===== config.mk =====
export PLATFORM = sky130hd
export DESIGN_NAME = clc_ctrl
export DESIGN_NICKNAME = d
export VERILOG_FILES = /design/src/rtl/core/clc_pkg.sv /design/src/rtl/core/clc_ctrl.sv
export SDC_FILE = /design/constraint.sdc
export NUM_CORES = 1
export LEC_CHECK = 0
export ABC_AREA = 1
export BUFFER_PORTS_ARGS = -buffer_cell sky130_fd_sc_hd__buf_4
export CORE_ASPECT_RATIO = 0.9
export CORE_UTILIZATION = 43
export CTS_CLUSTER_DIAMETER = 120
export DETAILED_ROUTE_END_ITERATION = 10
export HOLD_SLACK_MARGIN = 0.08
export MAX_ROUTING_LAYER = met4
export PLACE_DENSITY = 0.75
export SKIP_CTS_REPAIR_TIMING = 1
export SLEW_MARGIN = 20
export SYNTH_ARGS = -nofsm -noshare
export SYNTH_HDL_FRONTEND = slang
export SYNTH_SLANG_ARGS = --single-unit

===== constraint.sdc =====
create_clock -name aclk -period 1.99 [get_ports aclk]
set_input_delay 0.0995 -clock aclk [delete_from_list [all_inputs] [get_ports aclk]]
set_output_delay 0.0995 -clock aclk [all_outputs]
set_load 0.03 [all_outputs]

===== src/rtl/core/clc_pkg.sv =====
// Package with the constants, codes and control structs of the center line picker.
package clc_pkg;

    localparam int MAX_LINES_DEF = 64;
    localparam int DW            = 16;

    localparam logic [2:0] OP_NONE  = 3'd0;
    localparam logic [2:0] OP_SUM   = 3'd1;
    localparam logic [2:0] OP_CLOSE = 3'd2;
    localparam logic [2:0] OP_CAND  = 3'd3;
    localparam logic [2:0] OP_RANK  = 3'd4;
    localparam logic [2:0] OP_FILT  = 3'd5;

    localparam logic [1:0] ST_FOUND = 2'd0;
    localparam logic [1:0] ST_FEW   = 2'd1;
    localparam logic [1:0] ST_NONE  = 2'd2;

    localparam logic [1:0] REG_METHOD = 2'd0;
    localparam logic [1:0] REG_MIN    = 2'd1;
    localparam logic [1:0] REG_MAX    = 2'd2;

    localparam logic [1:0] METHOD_MEAN  = 2'd0;
    localparam logic [1:0] METHOD_RHO   = 2'd1;
    localparam logic [1:0] METHOD_THETA = 2'd2;

    typedef struct packed {
        logic       in_ready;
        logic [2:0] op;
        logic       rd_en;
        logic       ph2;
        logic       clear_acc;
        logic       clear_kept;
        logic       div_start;
        logic       take;
        logic       out_load;
        logic [1:0] out_status;
        logic       clear_set;
    } cmd_t;

    typedef struct packed {
        logic last_acc;
        logic mean;
        logic div_busy;
        logic rank_hit;
        logic out_free;
    } stat_t;

endpackage


===== src/rtl/core/clc_ctrl.sv =====
// Controller state machine that sequences the scans of the center line picker.
module clc_ctrl #(
    parameter int MAX_LINES = clc_pkg::MAX_LINES_DEF,
    parameter int AW        = $clog2(MAX_LINES),
    parameter int CW        = $clog2(MAX_LINES + 1)
) (
    input  logic           aclk,
    input  logic           aresetn,
    input  clc_pkg::stat_t stat,
    input  logic [CW-1:0]  line_cnt,
    input  logic [CW-1:0]  kept_cnt,
    output clc_pkg::cmd_t  cmd,
    output logic [AW-1:0]  rd_addr,
    output logic [AW-1:0]  cand_idx
);

    localparam logic [3:0] S_IDLE  = 4'd0;
    localparam logic [3:0] S_START = 4'd1;
    localparam logic [3:0] S_SUM   = 4'd2;
    localparam logic [3:0] S_DIVGO = 4'd3;
    localparam logic [3:0] S_DIV   = 4'd4;
    localparam logic [3:0] S_CLOSE = 4'd5;
    localparam logic [3:0] S_CAND  = 4'd6;
    localparam logic [3:0] S_RANK  = 4'd7;
    localparam logic [3:0] S_RCHK  = 4'd8;
    localparam logic [3:0] S_TAKE  = 4'd9;
    localparam logic [3:0] S_FILT  = 4'd10;
    localparam logic [3:0] S_FCHK  = 4'd11;
    localparam logic [3:0] S_OUT   = 4'd12;
    localparam logic [3:0] S_WAIT  = 4'd13;

    logic [3:0]    state_reg, state_next, ret_reg, ret_next;
    logic [CW-1:0] i_reg, i_next, j_reg, j_next, pass_cnt, cnt_m1;
    logic          ph2_reg, ph2_next;
    logic [1:0]    stat_reg, stat_next;
    logic          j_end, i_end;

    assign pass_cnt = ph2_reg ? kept_cnt : line_cnt;
    assign cnt_m1   = ((state_reg == S_SUM) || (state_reg == S_FILT)) ?
                      (line_cnt - CW'(1)) : (pass_cnt - CW'(1));
    assign j_end    = (j_reg == cnt_m1);
    assign i_end    = (i_reg == pass_cnt - CW'(1));

    always_comb begin
        state_next = state_reg;
        ret_next   = ret_reg;
        i_next     = i_reg;
        j_next     = j_reg;
        ph2_next   = ph2_reg;
        stat_next  = stat_reg;
        cmd            = '0;
        cmd.ph2        = ph2_reg;
        cmd.op         = clc_pkg::OP_NONE;
        cmd.out_status = stat_reg;
        rd_addr        = j_reg[AW-1:0];
        case (state_reg)
            S_IDLE: begin
                cmd.in_ready = 1'b1;
                if (stat.last_acc) begin
                    state_next = S_START;
                end
            end
            S_START: begin
                ph2_next      = 1'b0;
                cmd.clear_acc = 1'b1;
                i_next        = '0;
                j_next        = '0;
                if (line_cnt < CW'(2)) begin
                    stat_next  = clc_pkg::ST_FEW;
                    state_next = S_OUT;
                end else if (stat.mean) begin
                    state_next = S_SUM;
                end else begin
                    state_next = S_CAND;
                end
            end
            S_SUM: begin
                cmd.rd_en = 1'b1;
                cmd.op    = clc_pkg::OP_SUM;
                j_next    = j_reg + CW'(1);
                if (j_end) begin
                    ret_next   = S_DIVGO;
                    state_next = S_WAIT;
                end
            end
            S_DIVGO: begin
                cmd.div_start = 1'b1;
                state_next    = S_DIV;
            end
            S_DIV: begin
                if (!stat.div_busy) begin
                    cmd.clear_acc = 1'b1;
                    j_next        = '0;
                    state_next    = S_CLOSE;
                end
            end
            S_CLOSE: begin
                cmd.rd_en = 1'b1;
                cmd.op    = clc_pkg::OP_CLOSE;
                j_next    = j_reg + CW'(1);
                if (j_end) begin
                    ret_next   = S_TAKE;
                    state_next = S_WAIT;
                end
            end
            S_CAND: begin
                rd_addr       = i_reg[AW-1:0];
                cmd.rd_en     = 1'b1;
                cmd.op        = clc_pkg::OP_CAND;
                cmd.clear_acc = 1'b1;
                j_next        = '0;
                state_next    = S_RANK;
            end
            S_RANK: begin
                cmd.rd_en = 1'b1;
                cmd.op    = clc_pkg::OP_RANK;
                j_next    = j_reg + CW'(1);
                if (j_end) begin
                    ret_next   = S_RCHK;
                    state_next = S_WAIT;
                end
            end
            S_RCHK: begin
                if (stat.rank_hit || i_end) begin
                    state_next = S_TAKE;
                end else begin
                    i_next     = i_reg + CW'(1);
                    state_next = S_CAND;
                end
            end
            S_TAKE: begin
                cmd.take = 1'b1;
                if (ph2_reg) begin
                    stat_next  = clc_pkg::ST_FOUND;
                    state_next = S_OUT;
                end else begin
                    cmd.clear_kept = 1'b1;
                    j_next         = '0;
                    state_next     = S_FILT;
                end
            end
            S_FILT: begin
                cmd.rd_en = 1'b1;
                cmd.op    = clc_pkg::OP_FILT;
                j_next    = j_reg + CW'(1);
                if (j_end) begin
                    ret_next   = S_FCHK;
                    state_next = S_WAIT;
                end
            end
            S_FCHK: begin
                i_next = '0;
                j_next = '0;
                if (kept_cnt == '0) begin
                    stat_next  = clc_pkg::ST_NONE;
                    state_next = S_OUT;
                end else begin
                    ph2_next      = 1'b1;
                    cmd.clear_acc = 1'b1;
                    state_next    = stat.mean ? S_CLOSE : S_CAND;
                end
            end
            S_OUT: begin
                if (stat.out_free) begin
                    cmd.out_load  = 1'b1;
                    cmd.clear_set = 1'b1;
                    state_next    = S_IDLE;
                end
            end
            S_WAIT: begin
                state_next = ret_reg;
            end
            default: begin
                state_next = S_IDLE;
            end
        endcase
    end

    always_ff @(posedge aclk) begin
        if (!aresetn) begin
            state_reg <= S_IDLE;
            ret_reg   <= S_IDLE;
            i_reg     <= '0;
            j_reg     <= '0;
            ph2_reg   <= 1'b0;
            stat_reg  <= clc_pkg::ST_FOUND;
        end else begin
            state_reg <= state_next;
            ret_reg   <= ret_next;
            i_reg     <= i_next;
            j_reg     <= j_next;
            ph2_reg   <= ph2_next;
            stat_reg  <= stat_next;
        end
    end

    assign cand_idx = i_reg[AW-1:0];

endmodule


# Yosys cells after proc, flatten, opt, wreduce, memory -nomap -nowiden
# Cells that the tools add are included.
[totals]
input_bits = 21
regBits = 25
memories = 0
ram_bits = 0
out_inout_bits = 26
word_cells = 100
romBits = 0
latchBits = 0
[classes]
n_bitwise = 0
div_mod_pow = 0
addsub = 4
n_mul = 0
reduce_logical = 19
n_eq_ne = 29
shift = 0
mux = 41
magnitude_cmp = 1
[ops]
columns = ["operator", "count"]
rows = [
  ["4-bit two-way mux", 11],
  ["4-bit one-hot mux with 11 select lines", 1],
  ["7-bit two-way mux", 5],
  ["7-bit one-hot mux with 4 select lines", 1],
  ["2-bit inequality test, second input constant", 13],
  ["4-bit == test, second input constant", 6],
  ["4-bit one-hot mux with 5 select lines", 1],
  ["4-bit by 3-bit == test with 1-bit output, second input constant", 4],
  ["4-bit one-hot mux with 4 select lines", 1],
  ["7-bit by 1-bit adder with 7-bit output, second input constant", 2],
  ["7-bit == test", 2],
  ["7-bit one-hot mux with 2 select lines", 1],
  ["7-bit by 1-bit subtractor with 7-bit output, second input constant", 2],
  ["1-bit two-way mux", 10],
  ["4-bit by 2-bit == test with 1-bit output, second input constant", 2],
  ["2-bit two-way mux", 4],
  ["4-bit AND reduction", 2],
  ["4-bit nonzero test", 2],
  ["7-bit logical NOT", 1],
  ["7-bit by 2-bit less-than comparator with 1-bit output, second input constant", 1],
  ["3-bit two-way mux", 2],
  ["6-bit two-way mux", 1],
  ["2-bit one-hot mux with 3 select lines", 1],
  ["5-bit AND reduction", 1],
  ["13 further kinds", 17],
]

# Depth between registers and ports, before layout
# Gate-level depths: netlist (run 1).
[depth]
word_depth = 6
depth_mapped = 19
ltp_nobuf = 19

# Worst setup path after synthesis (run 1)
# No wires, ideal clock.
[synth_path]
path_kind = "reg-to-reg"
from = "reg state_reg[2]"
to = "reg state_reg[1]"
path_slack_ns = -0.257
path_buffers = 0
t_arrival_ns = 2.177
t_required_ns = 1.920
path_stages_with_launch = 11
synth_period_minus_slack_ns = 2.247
setup_ns = 0.070
cell_sequence = "dfxtp_1 inv_2 nand2_2 nor2_1 inv_1 nor2_1 inv_1 nand2_1 nor2_1 and3_1 a21oi_1"
[synth_via]
elab_chain_len = 6
elab_cells_between_ends = 24
classes_between = "eq/ne (18); mux (2); reduce/logical (4)"
[synth_rtl]
columns = ["item", "line", "text"]
rows = [
  ["start, declared", "clc_ctrl.sv:32", "logic [3:0] state_reg, state_next, ret_reg, ret_next;"],
  ["start signal, assigned", "clc_ctrl.sv:188", "state_reg <= state_next;"],
  ["4-bit by 2-bit == test with 1-bit output / 4-bit == test (equally long branches)", "clc_ctrl.sv:39, clc_ctrl.sv:56", ""],
  ["1-bit logical OR", "clc_ctrl.sv:39", "assign cnt_m1 = ((state_reg == S_SUM) || (state_reg == S_FILT)) ?"],
  ["7-bit two-way mux", "clc_ctrl.sv:39", ""],
  ["7-bit == test", "clc_ctrl.sv:41", "assign j_end = (j_reg == cnt_m1);"],
  ["2-bit by 1-bit inequality test with 1-bit output (no source line)", "--", ""],
  ["4-bit AND reduction (no source line)", "--", ""],
]
# Several ways; a longest one is shown, not always the timed one.
# A chain may end at the register's enable or synchronous reset.

# Worst setup path after layout (run 1)
[layout_path]
from = "reg ph2_reg"
to = "reg state_reg[2]"
[layout_via]
elab_chain_len = 6
elab_cells_between_ends = 11
classes_between = "add/sub (1); eq/ne (3); mux (5); reduce/logical (2)"
[layout_rtl]
columns = ["item", "line", "text"]
rows = [
  ["start, declared", "clc_ctrl.sv:34", "logic ph2_reg, ph2_next;"],
  ["start signal, assigned", "clc_ctrl.sv:192", "ph2_reg <= ph2_next;"],
  ["7-bit two-way mux", "clc_ctrl.sv:38", "assign pass_cnt = ph2_reg ? kept_cnt : line_cnt;"],
  ["7-bit by 1-bit subtractor with 7-bit output", "clc_ctrl.sv:40, clc_ctrl.sv:42", ""],
  ["7-bit == test / 7-bit two-way mux (equally long branches)", "clc_ctrl.sv:42, clc_ctrl.sv:39", ""],
  ["1-bit logical OR / 7-bit == test (equally long branches)", "clc_ctrl.sv:124, clc_ctrl.sv:41", ""],
  ["4-bit two-way mux / 2-bit by 1-bit inequality test with 1-bit output (equally long branches)", "--", ""],
  ["4-bit one-hot mux with 11 select lines / 4-bit AND reduction (equally long branches)", "--", ""],
]
# Several ways; a longest one is shown, not always the timed one.

==> out/results.tsv, run 1 <==
stage	metric	value	unit
placement	GP Congestion	0.972	
synthesis	yosys warns	0	
setup_path	worst-path fanout max	5	
placement	HPWL Detailed	6230	um
clock_network	CTS buffer count	3	
synthesis	compound-gate portion of the synthesized area	0.113	
timing	Worst-Margin Slew	0.520	ns
synthesis	Mapped Cells	419	
route	DR vias	2927	
route	post-DR vias/cell	5.26	
setup_path	Crit Reg-Reg Startpoint	ph2_reg	
timing	final worst path period need	2.12	ns
clock_network	H-tree Lvls	1	
timing	Slew headroom	0.653	
floorplan	Die Width	81.2	um
setup_path	CP Data Required Time	2.14	ns
setup_path	Worst setup EP type	flip-flop	
timing	Fin. Hold Viols	0	
setup_path	cell chain of the critical path	inv_4 -> buf_4 -> nand2_2 -> nand2_2 -> nand2_1 -> nor2_2 -> nand2_1 -> nand2_1 -> nand2_2 -> nand2_1 -> a21oi_2 -> nor2_2 -> nand2_2 -> nand2_4 -> nand2_4 -> nand2_2 -> a21oi_1	
final_layout	Layout Utilization	0.608	
timing	worst setup margin	-0.133	ns
synthesis	Syn Std Cell Area	0.00243	mm2
setup_path	Crit path top cell by count	nand2_2	
clock_network	Clk pin slew, worst setup/hold paths	0.10	ns
final_layout	synthesis-to-finish area growth	33.9	%
setup_path	critical path's top delay family	simple AND/OR/NAND/NOR gates	
final_layout	nets	515	
timing	Max Freq	471	MHz
setup_path	Critical path buffers and inverters	2	
timing	period utilisation layout	1.07	
timing	# setup viols final	14	
global_route	gr usage total	0.286	
synthesis	mux contribution to synthesized area	0	
global_route	largest net degree at the start of global routing	16	
synthesis	EDFF count, synth	0	
synthesis	unique cell type count in the Yosys netlist	39	
synthesis	Synth Area in Adders	0.0206	
setup_path	Worst EP arrival	2.27	ns
clock_network	clk sink count	24	
min_path	Hold Startpoint	aresetn	
clock_network	CTS root buffer	clkbuf_8	
synthesis	FF+latch count, synth	24	
route	final wirelength	7970	um
route	drt first pass iters	5	
floorplan	Total Die Area	0.00596	mm2
placement	IO Port Bufs	46	
setup_path	CP Launch Point	ph2_reg	
setup_path	Critical Path Start Type	flip-flop	
final_layout	commonest non-fill, non-tap cells in the layout	nand2_1, buf_4, inv_1	
floorplan	die height	73.3	um
final_layout	commonest non-fill, non-tap cell in the layout	nand2_1	
final_layout	share of cells above drive strength 1	0.339	
route	post-route ant nets	0	
clock_network	latest clock arrival within the worst-skew pair	0.28	ns
pwr	Max IR drop VDD	578	uV
setup_path	Critical Path Max Stage Delay	0.38	ns
floorplan	FP Rows	25	
global_route	first-pass GRT wire length	12400	um
synthesis	ys flop type	dfxtp_1	
final_layout	Antenna Cells	0	
timing	Final Max Slew Viols	0	
run_status	failing checks	setup timing	
route	wire per inst	14.3	um
final_layout	Fillers	526	
pwr	leakage power	1.53	nW
floorplan	initial core utilization	0.454	
clock_network	CTS tree	built	
synthesis	Syn Nets	444	
clock_network	CTS Buffer Depth	2	
global_route	vias in the first global route	2617	
route	drt initial violations	246	
placement	pre-CTS setup slack	-0.126	ns
floorplan	IO Pins	47	
job	max-cap violations	0	
timing	unrepaired setup endpoints after global routing	true	
global_route	initial antenna violation count	0	
setup_path	crit path kind	reg -> reg	
global_route	total global routing overflow	0	
run_status	status	finished, violations left	
synthesis	sequential fraction of the synthesis area	0.198	
pwr	PwrDens	972	mW/mm2
final_layout	Multi-input gate area	0.00178	mm2
setup_path	Critical-path top delay cell	dfxtp_4	
synthesis	xor/xnor cell area share of the yosys netlist	0.0108	
timing	Clock Skew	0.00692	ns
final_layout	register area	488	um2
route	DRC viols	0	
floorplan	Core Area	0.00535	mm2
min_path	Hold Crit Class	in -> reg	
synthesis	Simple-Gate Fraction of Synth Area	0.521	
synthesis	main combinational cell family by area after synthesis	simple AND/OR/NAND/NOR gates	
synthesis	Mean Syn Cell Area	5.80	um2
synthesis	asr flop ratio synth	0	
-- worst paths after layout --
| path | end | slack (ns) | cells past startpoint |
|---|---|---|---|
| worst max-delay path | state_reg[2] | -0.13 | 17 |
| worst min-delay path | i_reg[4] | 0.11 | 3 |
| worst max register to register | state_reg[2] | -0.13 | 17 |
| worst min register to register | ret_reg[3] | 0.47 | 2 |
-- cells in the mapped netlist (2+ instances only) --
cell | instances | area, um2
nand2_2 | 14 | 87.6
inv_1 | 57 | 214
nand3_2 | 3 | 30.0
buf_2 | 2 | 10.0
ha_1 | 4 | 50.1
nor3b_1 | 3 | 22.5
nor2_1 | 41 | 154
a21oi_1 | 19 | 95.1
inv_2 | 5 | 18.8
xor2_1 | 3 | 26.3
nor2_2 | 6 | 37.5
nand3_1 | 52 | 260
a211oi_1 | 2 | 15.0
buf_4 | 9 | 67.6
o21ai_0 | 17 | 85.1
dfxtp_1 | 24 | 480
nand4_1 | 4 | 25.0
o21ai_1 | 5 | 25.0
nand2_1 | 118 | 443
nor4_1 | 2 | 12.5
nor3_1 | 6 | 30.0
nand2_4 | 2 | 22.5
nor2_4 | 4 | 45.0
o22ai_1 | 2 | 12.5
-- kinds of logic after synthesis --
family | count (synthesis)
buffers and inverters | 76
AO/OA/AOI/OAI | 50
XOR/XNOR | 3
AND/OR/NAND/NOR | 262
adder cells (fa/ha/maj) | 4
flip-flops | 24
-- metrics by stage --
| step | hold slack, ns | total power (W) | setup TNS, ns | instances | area, um2 |
|---|---|---|---|---|---|
| after global placement | 0.401 | 0.00256 | -0.697 | 549 | 3010 |
| after CTS | 0.0983 | 0.00297 | -1.77 | 553 | 3080 |
| final | 0.108 | 0.00316 | -1.41 | 556 | 3250 |
| after detailed placement | 0.399 | 0.00257 | -1.34 | 549 | 3010 |
| after global routing | 0.118 | 0.00339 | -3.75 | 556 | 3250 |
| after floorplan | 0.223 | 0.00189 | 0 | 419 | 2450 |
-- routing by layer --
layer,vias to the layer above,part of all wire,routed length (um),track usage
met2,123,0.44,3500,0.430
met1,1306,0.46,3670,0.387
li1,1488,-,-,-
met3,10,0.084,670,0.0484
met4,0,0.017,132,0.0933
met5,-,0,0,-
-- tightest hold or removal path, delay by kind of cell --
family          cells  cell delay (ns)
compound gates      1             0.03
simple gates        1             0.07
buf+inv             1             0.15
-- power breakdown --
part / total, W / switching, W / internal (W)
clock network: 0.000400 / 0.000180 / 0.000219
registers: 0.000646 / 0.0000956 / 0.000551
logic: 0.00212 / 0.00133 / 0.000791
-- cell type report --
cell class                 count  area share
multi-input combinational    320       0.548
timing repair buffer          78       0.180
inverter                      63      0.0757
tap                           67      0.0258
sequential                    24       0.150
clock buffer                   4      0.0204
Note: power is estimated with default switching activity, not from simulation.
==> run 2: changes to the inputs <==
--- a/config.mk
+++ b/config.mk
@@ -10,11 +10,11 @@
 export CORE_ASPECT_RATIO = 0.9
 export CORE_UTILIZATION = 43
 export CTS_CLUSTER_DIAMETER = 120
+export CTS_CLUSTER_SIZE = 28
 export DETAILED_ROUTE_END_ITERATION = 10
 export HOLD_SLACK_MARGIN = 0.08
 export MAX_ROUTING_LAYER = met4
 export PLACE_DENSITY = 0.75
-export SKIP_CTS_REPAIR_TIMING = 1
 export SLEW_MARGIN = 20
 export SYNTH_ARGS = -nofsm -noshare
 export SYNTH_HDL_FRONTEND = slang
==> run 2 against run 1 <==
The flow still finishes with violations (setup timing). Sequential share of layout area grew 0.30 points. Design area fell by 1.7%. Fmax increased by 1.6%. Combinational power is 4% lower. Register-to-register slack gained 0.03 ns. Hold slack got worse by 0.0034 ns. Sequential power about the same. Count of clock-buffer cells in the layout did not move. Clock skew fell by 0.0012 ns. Critical path type unchanged. Largest cell class unchanged. Largest power group unchanged.
==> out/results.tsv, run 2 (synthesized netlist as in run 1, its figures left out) <==
stage	metric	value	unit	change
pwr	cell internal pwr	0.00153	W	was 0.00156 W
global_route	first-pass GRT wire length	12500	um	was 12,400 um
timing	Clock Skew	0.00570	ns	was 0.00692 ns
floorplan	FP Rows	25		unchanged
final_layout	commonest non-fill, non-tap cell in the layout	nand2_1		unchanged
timing	period utilisation layout	1.05		was 1.07
setup_path	CP Data Required Time	2.13	ns	was 2.14 ns
setup_path	crit path kind	reg -> reg		unchanged
floorplan	Total Die Area	0.00596	mm2	unchanged
global_route	largest net degree at the start of global routing	16		unchanged
global_route	total global routing overflow	0		unchanged
pwr	leakage power	1.52	nW	was 1.53 nW
route	drt first pass iters	5		unchanged
setup_path	Critical Path Max Stage Delay	0.38	ns	about the same
pwr	Max IR drop VDD	550	uV	was 578 uV
route	DR vias	2934		was 2,927
clock_network	CTS Buffer Depth	2		unchanged
route	post-route ant nets	0		unchanged
floorplan	IO Pins	47		unchanged
clock_network	H-tree Lvls	1		unchanged
pwr	Comb power frac	0.662		was 0.669
timing	Max Freq	479	MHz	was 471 MHz
final_layout	commonest non-fill, non-tap cells in the layout	nand2_1, buf_4, inv_1		unchanged
pwr	Psw	0.00155	W	was 0.00160 W
floorplan	Core Area	0.00535	mm2	unchanged
pwr	PwrDens	962	mW/mm2	was 972 mW/mm2
floorplan	initial core utilization	0.454		unchanged
setup_path	Worst setup EP type	flip-flop		unchanged
route	DRC viols	0		unchanged
pwr	Clk pwr share	0.129		was 0.126
timing	# setup viols final	15		was 14
route	final wirelength	7870	um	was 7970 um
placement	pre-CTS setup slack	-0.126	ns	unchanged
floorplan	die height	73.3	um	unchanged
setup_path	Critical Path Start Type	flip-flop		unchanged
pwr	Sw Share	0.504		was 0.506
clock_network	CTS buffer count	3		unchanged
setup_path	critical path's top delay family	simple AND/OR/NAND/NOR gates		unchanged
final_layout	synthesis-to-finish area growth	31.6	%	was 33.9%
clock_network	Clk pin slew, worst setup/hold paths	0.09	ns	was 0.10 ns
job	max-cap violations	0		unchanged
timing	unrepaired setup endpoints after global routing	true		unchanged
pwr	sequential share of power	0.209		was 0.204
timing	worst hold margin	0.105	ns	was 0.108 ns
timing	Setup TNS Final	-0.719	ns	was -1.41 ns
final_layout	nets	515		unchanged
floorplan	Die Width	81.2	um	unchanged
setup_path	Critical path buffers and inverters	1		was 2
global_route	gr usage total	0.289		was 0.286
setup_path	cell chain of the critical path	inv_4 -> nand2_2 -> nand2_4 -> ha_4 -> nand3_4 -> nor2_2 -> nand3_1 -> nand3_2 -> nand2_1 -> nand2_1 -> nand2_1 -> nor2_2 -> nand2_2 -> nand2_4 -> nand2_4 -> nand2_1 -> a21oi_1		was inv_4 -> buf_4 -> nand2_2 -> nand2_2 -> nand2_1 -> nor2_2 -> nand2_1 -> nand2_1 -> nand2_2 -> nand2_1 -> a21oi_2 -> nor2_2 -> nand2_2 -> nand2_4 -> nand2_4 -> nand2_2 -> a21oi_1
clock_network	clk sink count	24		unchanged
run_status	status	finished, violations left		unchanged
global_route	vias in the first global route	2648		was 2,617
clock_network	CTS root buffer	clkbuf_8		unchanged
pwr	total power	0.00308	W	was 0.00316 W
placement	HPWL Detailed	6230	um	unchanged
final_layout	Antenna Cells	0		unchanged
clock_network	latest clock arrival within the worst-skew pair	0.28	ns	about the same
route	drt initial violations	216		was 246
timing	Slew headroom	0.625		was 0.653
timing	final worst path period need	2.09	ns	was 2.12 ns
timing	worst setup margin	-0.0982	ns	was -0.133 ns
placement	IO Port Bufs	46		unchanged
route	post-DR vias/cell	5.28		was 5.26
final_layout	share of cells above drive strength 1	0.313		was 0.339
setup_path	Worst EP arrival	2.23	ns	was 2.27 ns
timing	Fin. Hold Viols	0		unchanged
setup_path	worst-path fanout max	5		unchanged
route	wire per inst	14.1	um	was 14.3 um
setup_path	Critical-path top delay cell	dfxtp_4		unchanged
global_route	initial antenna violation count	0		unchanged
clock_network	CTS tree	built		unchanged
min_path	Hold Crit Class	in -> reg		unchanged
run_status	failing checks	setup timing		unchanged
timing	Worst-Margin Slew	0.549	ns	was 0.520 ns
timing	Final Max Slew Viols	0		unchanged
setup_path	Crit path top cell by count	nand2_1		was nand2_2
placement	GP Congestion	0.972		unchanged
[run 2: cell counts in the layout (fill, tap and decap cells not counted)]
Identical to the previous run, type by type.
[run 2: worst paths after layout]
check              from           end  slack [ns]  cells after the start
max             ph2_reg  state_reg[1]        -0.1                     17
min reg2reg  ret_reg[3]    ret_reg[3]        0.48                      2
min             aresetn      i_reg[4]        0.10                      3
max reg2reg     ph2_reg  state_reg[1]        -0.1                     17
[run 2: per-layer routing]
metal	wire length [um]	GRT usage	up-vias
met1	3730	0.384	1326
met4	157	0.107	0
li1	-	-	1477
met3	562	0.0534	13
met2	3410	0.436	118
met5	0	-	-
[run 2: metrics by stage]
| stage | util | instance area, um2 | instances |
|---|---|---|---|
| 6_report | 0.598 | 3200 | 556 |
| 5_1_grt | 0.598 | 3200 | 556 |
| 4_1_cts | 0.587 | 3140 | 554 |
| 3_5_place_dp | 0.563 | 3010 | 549 |
| 3_3_place_gp | 0.563 | 3010 | 549 |
| 2_1_floorplan | - | 2450 | 419 |
[run 2: final cells by class]
| cell class | instances | area [um2] |
|---|---|---|
| fillers | 522 | 2150 |
| multi-input cells | 320 | 1730 |
| repair buffers | 78 | 586 |
| flip-flops and latches | 24 | 489 |
| inverters | 63 | 241 |
| well taps | 67 | 83.8 |
| clock buffers | 4 | 66.3 |
[run 2: what timing repair did]
item,4_1_cts,5_1_grt
setup buffers,0,2
hold buffers,0,0
setup endpoints to repair,15,21
pin swaps,17,12
gates resized for setup,18,13
endpoints found under the hold margin,0,0
gates cloned,1,0
[run 2: worst register-to-register path: cells and delay by family (launching register included)]
kind | cells | cell delay [ns]
adder cells (fa/ha/maj) | 1 | 0.15
buffers and inverters | 1 | 0.08
AO/OA/AOI/OAI | 1 | 0.06
AND/OR/NAND/NOR | 14 | 1.29
flip-flops | 1 | 0.38
[run 2: power by group through the flow]
stage                     logic [W]  registers, W  clock network [W]
after detailed placement    0.00193      0.000644                  0
after floorplan             0.00125      0.000636                  0
after global routing        0.00223      0.000655           0.000419
after global placement      0.00192      0.000643                  0
final                       0.00204      0.000645           0.000396
after CTS                   0.00197      0.000636           0.000403
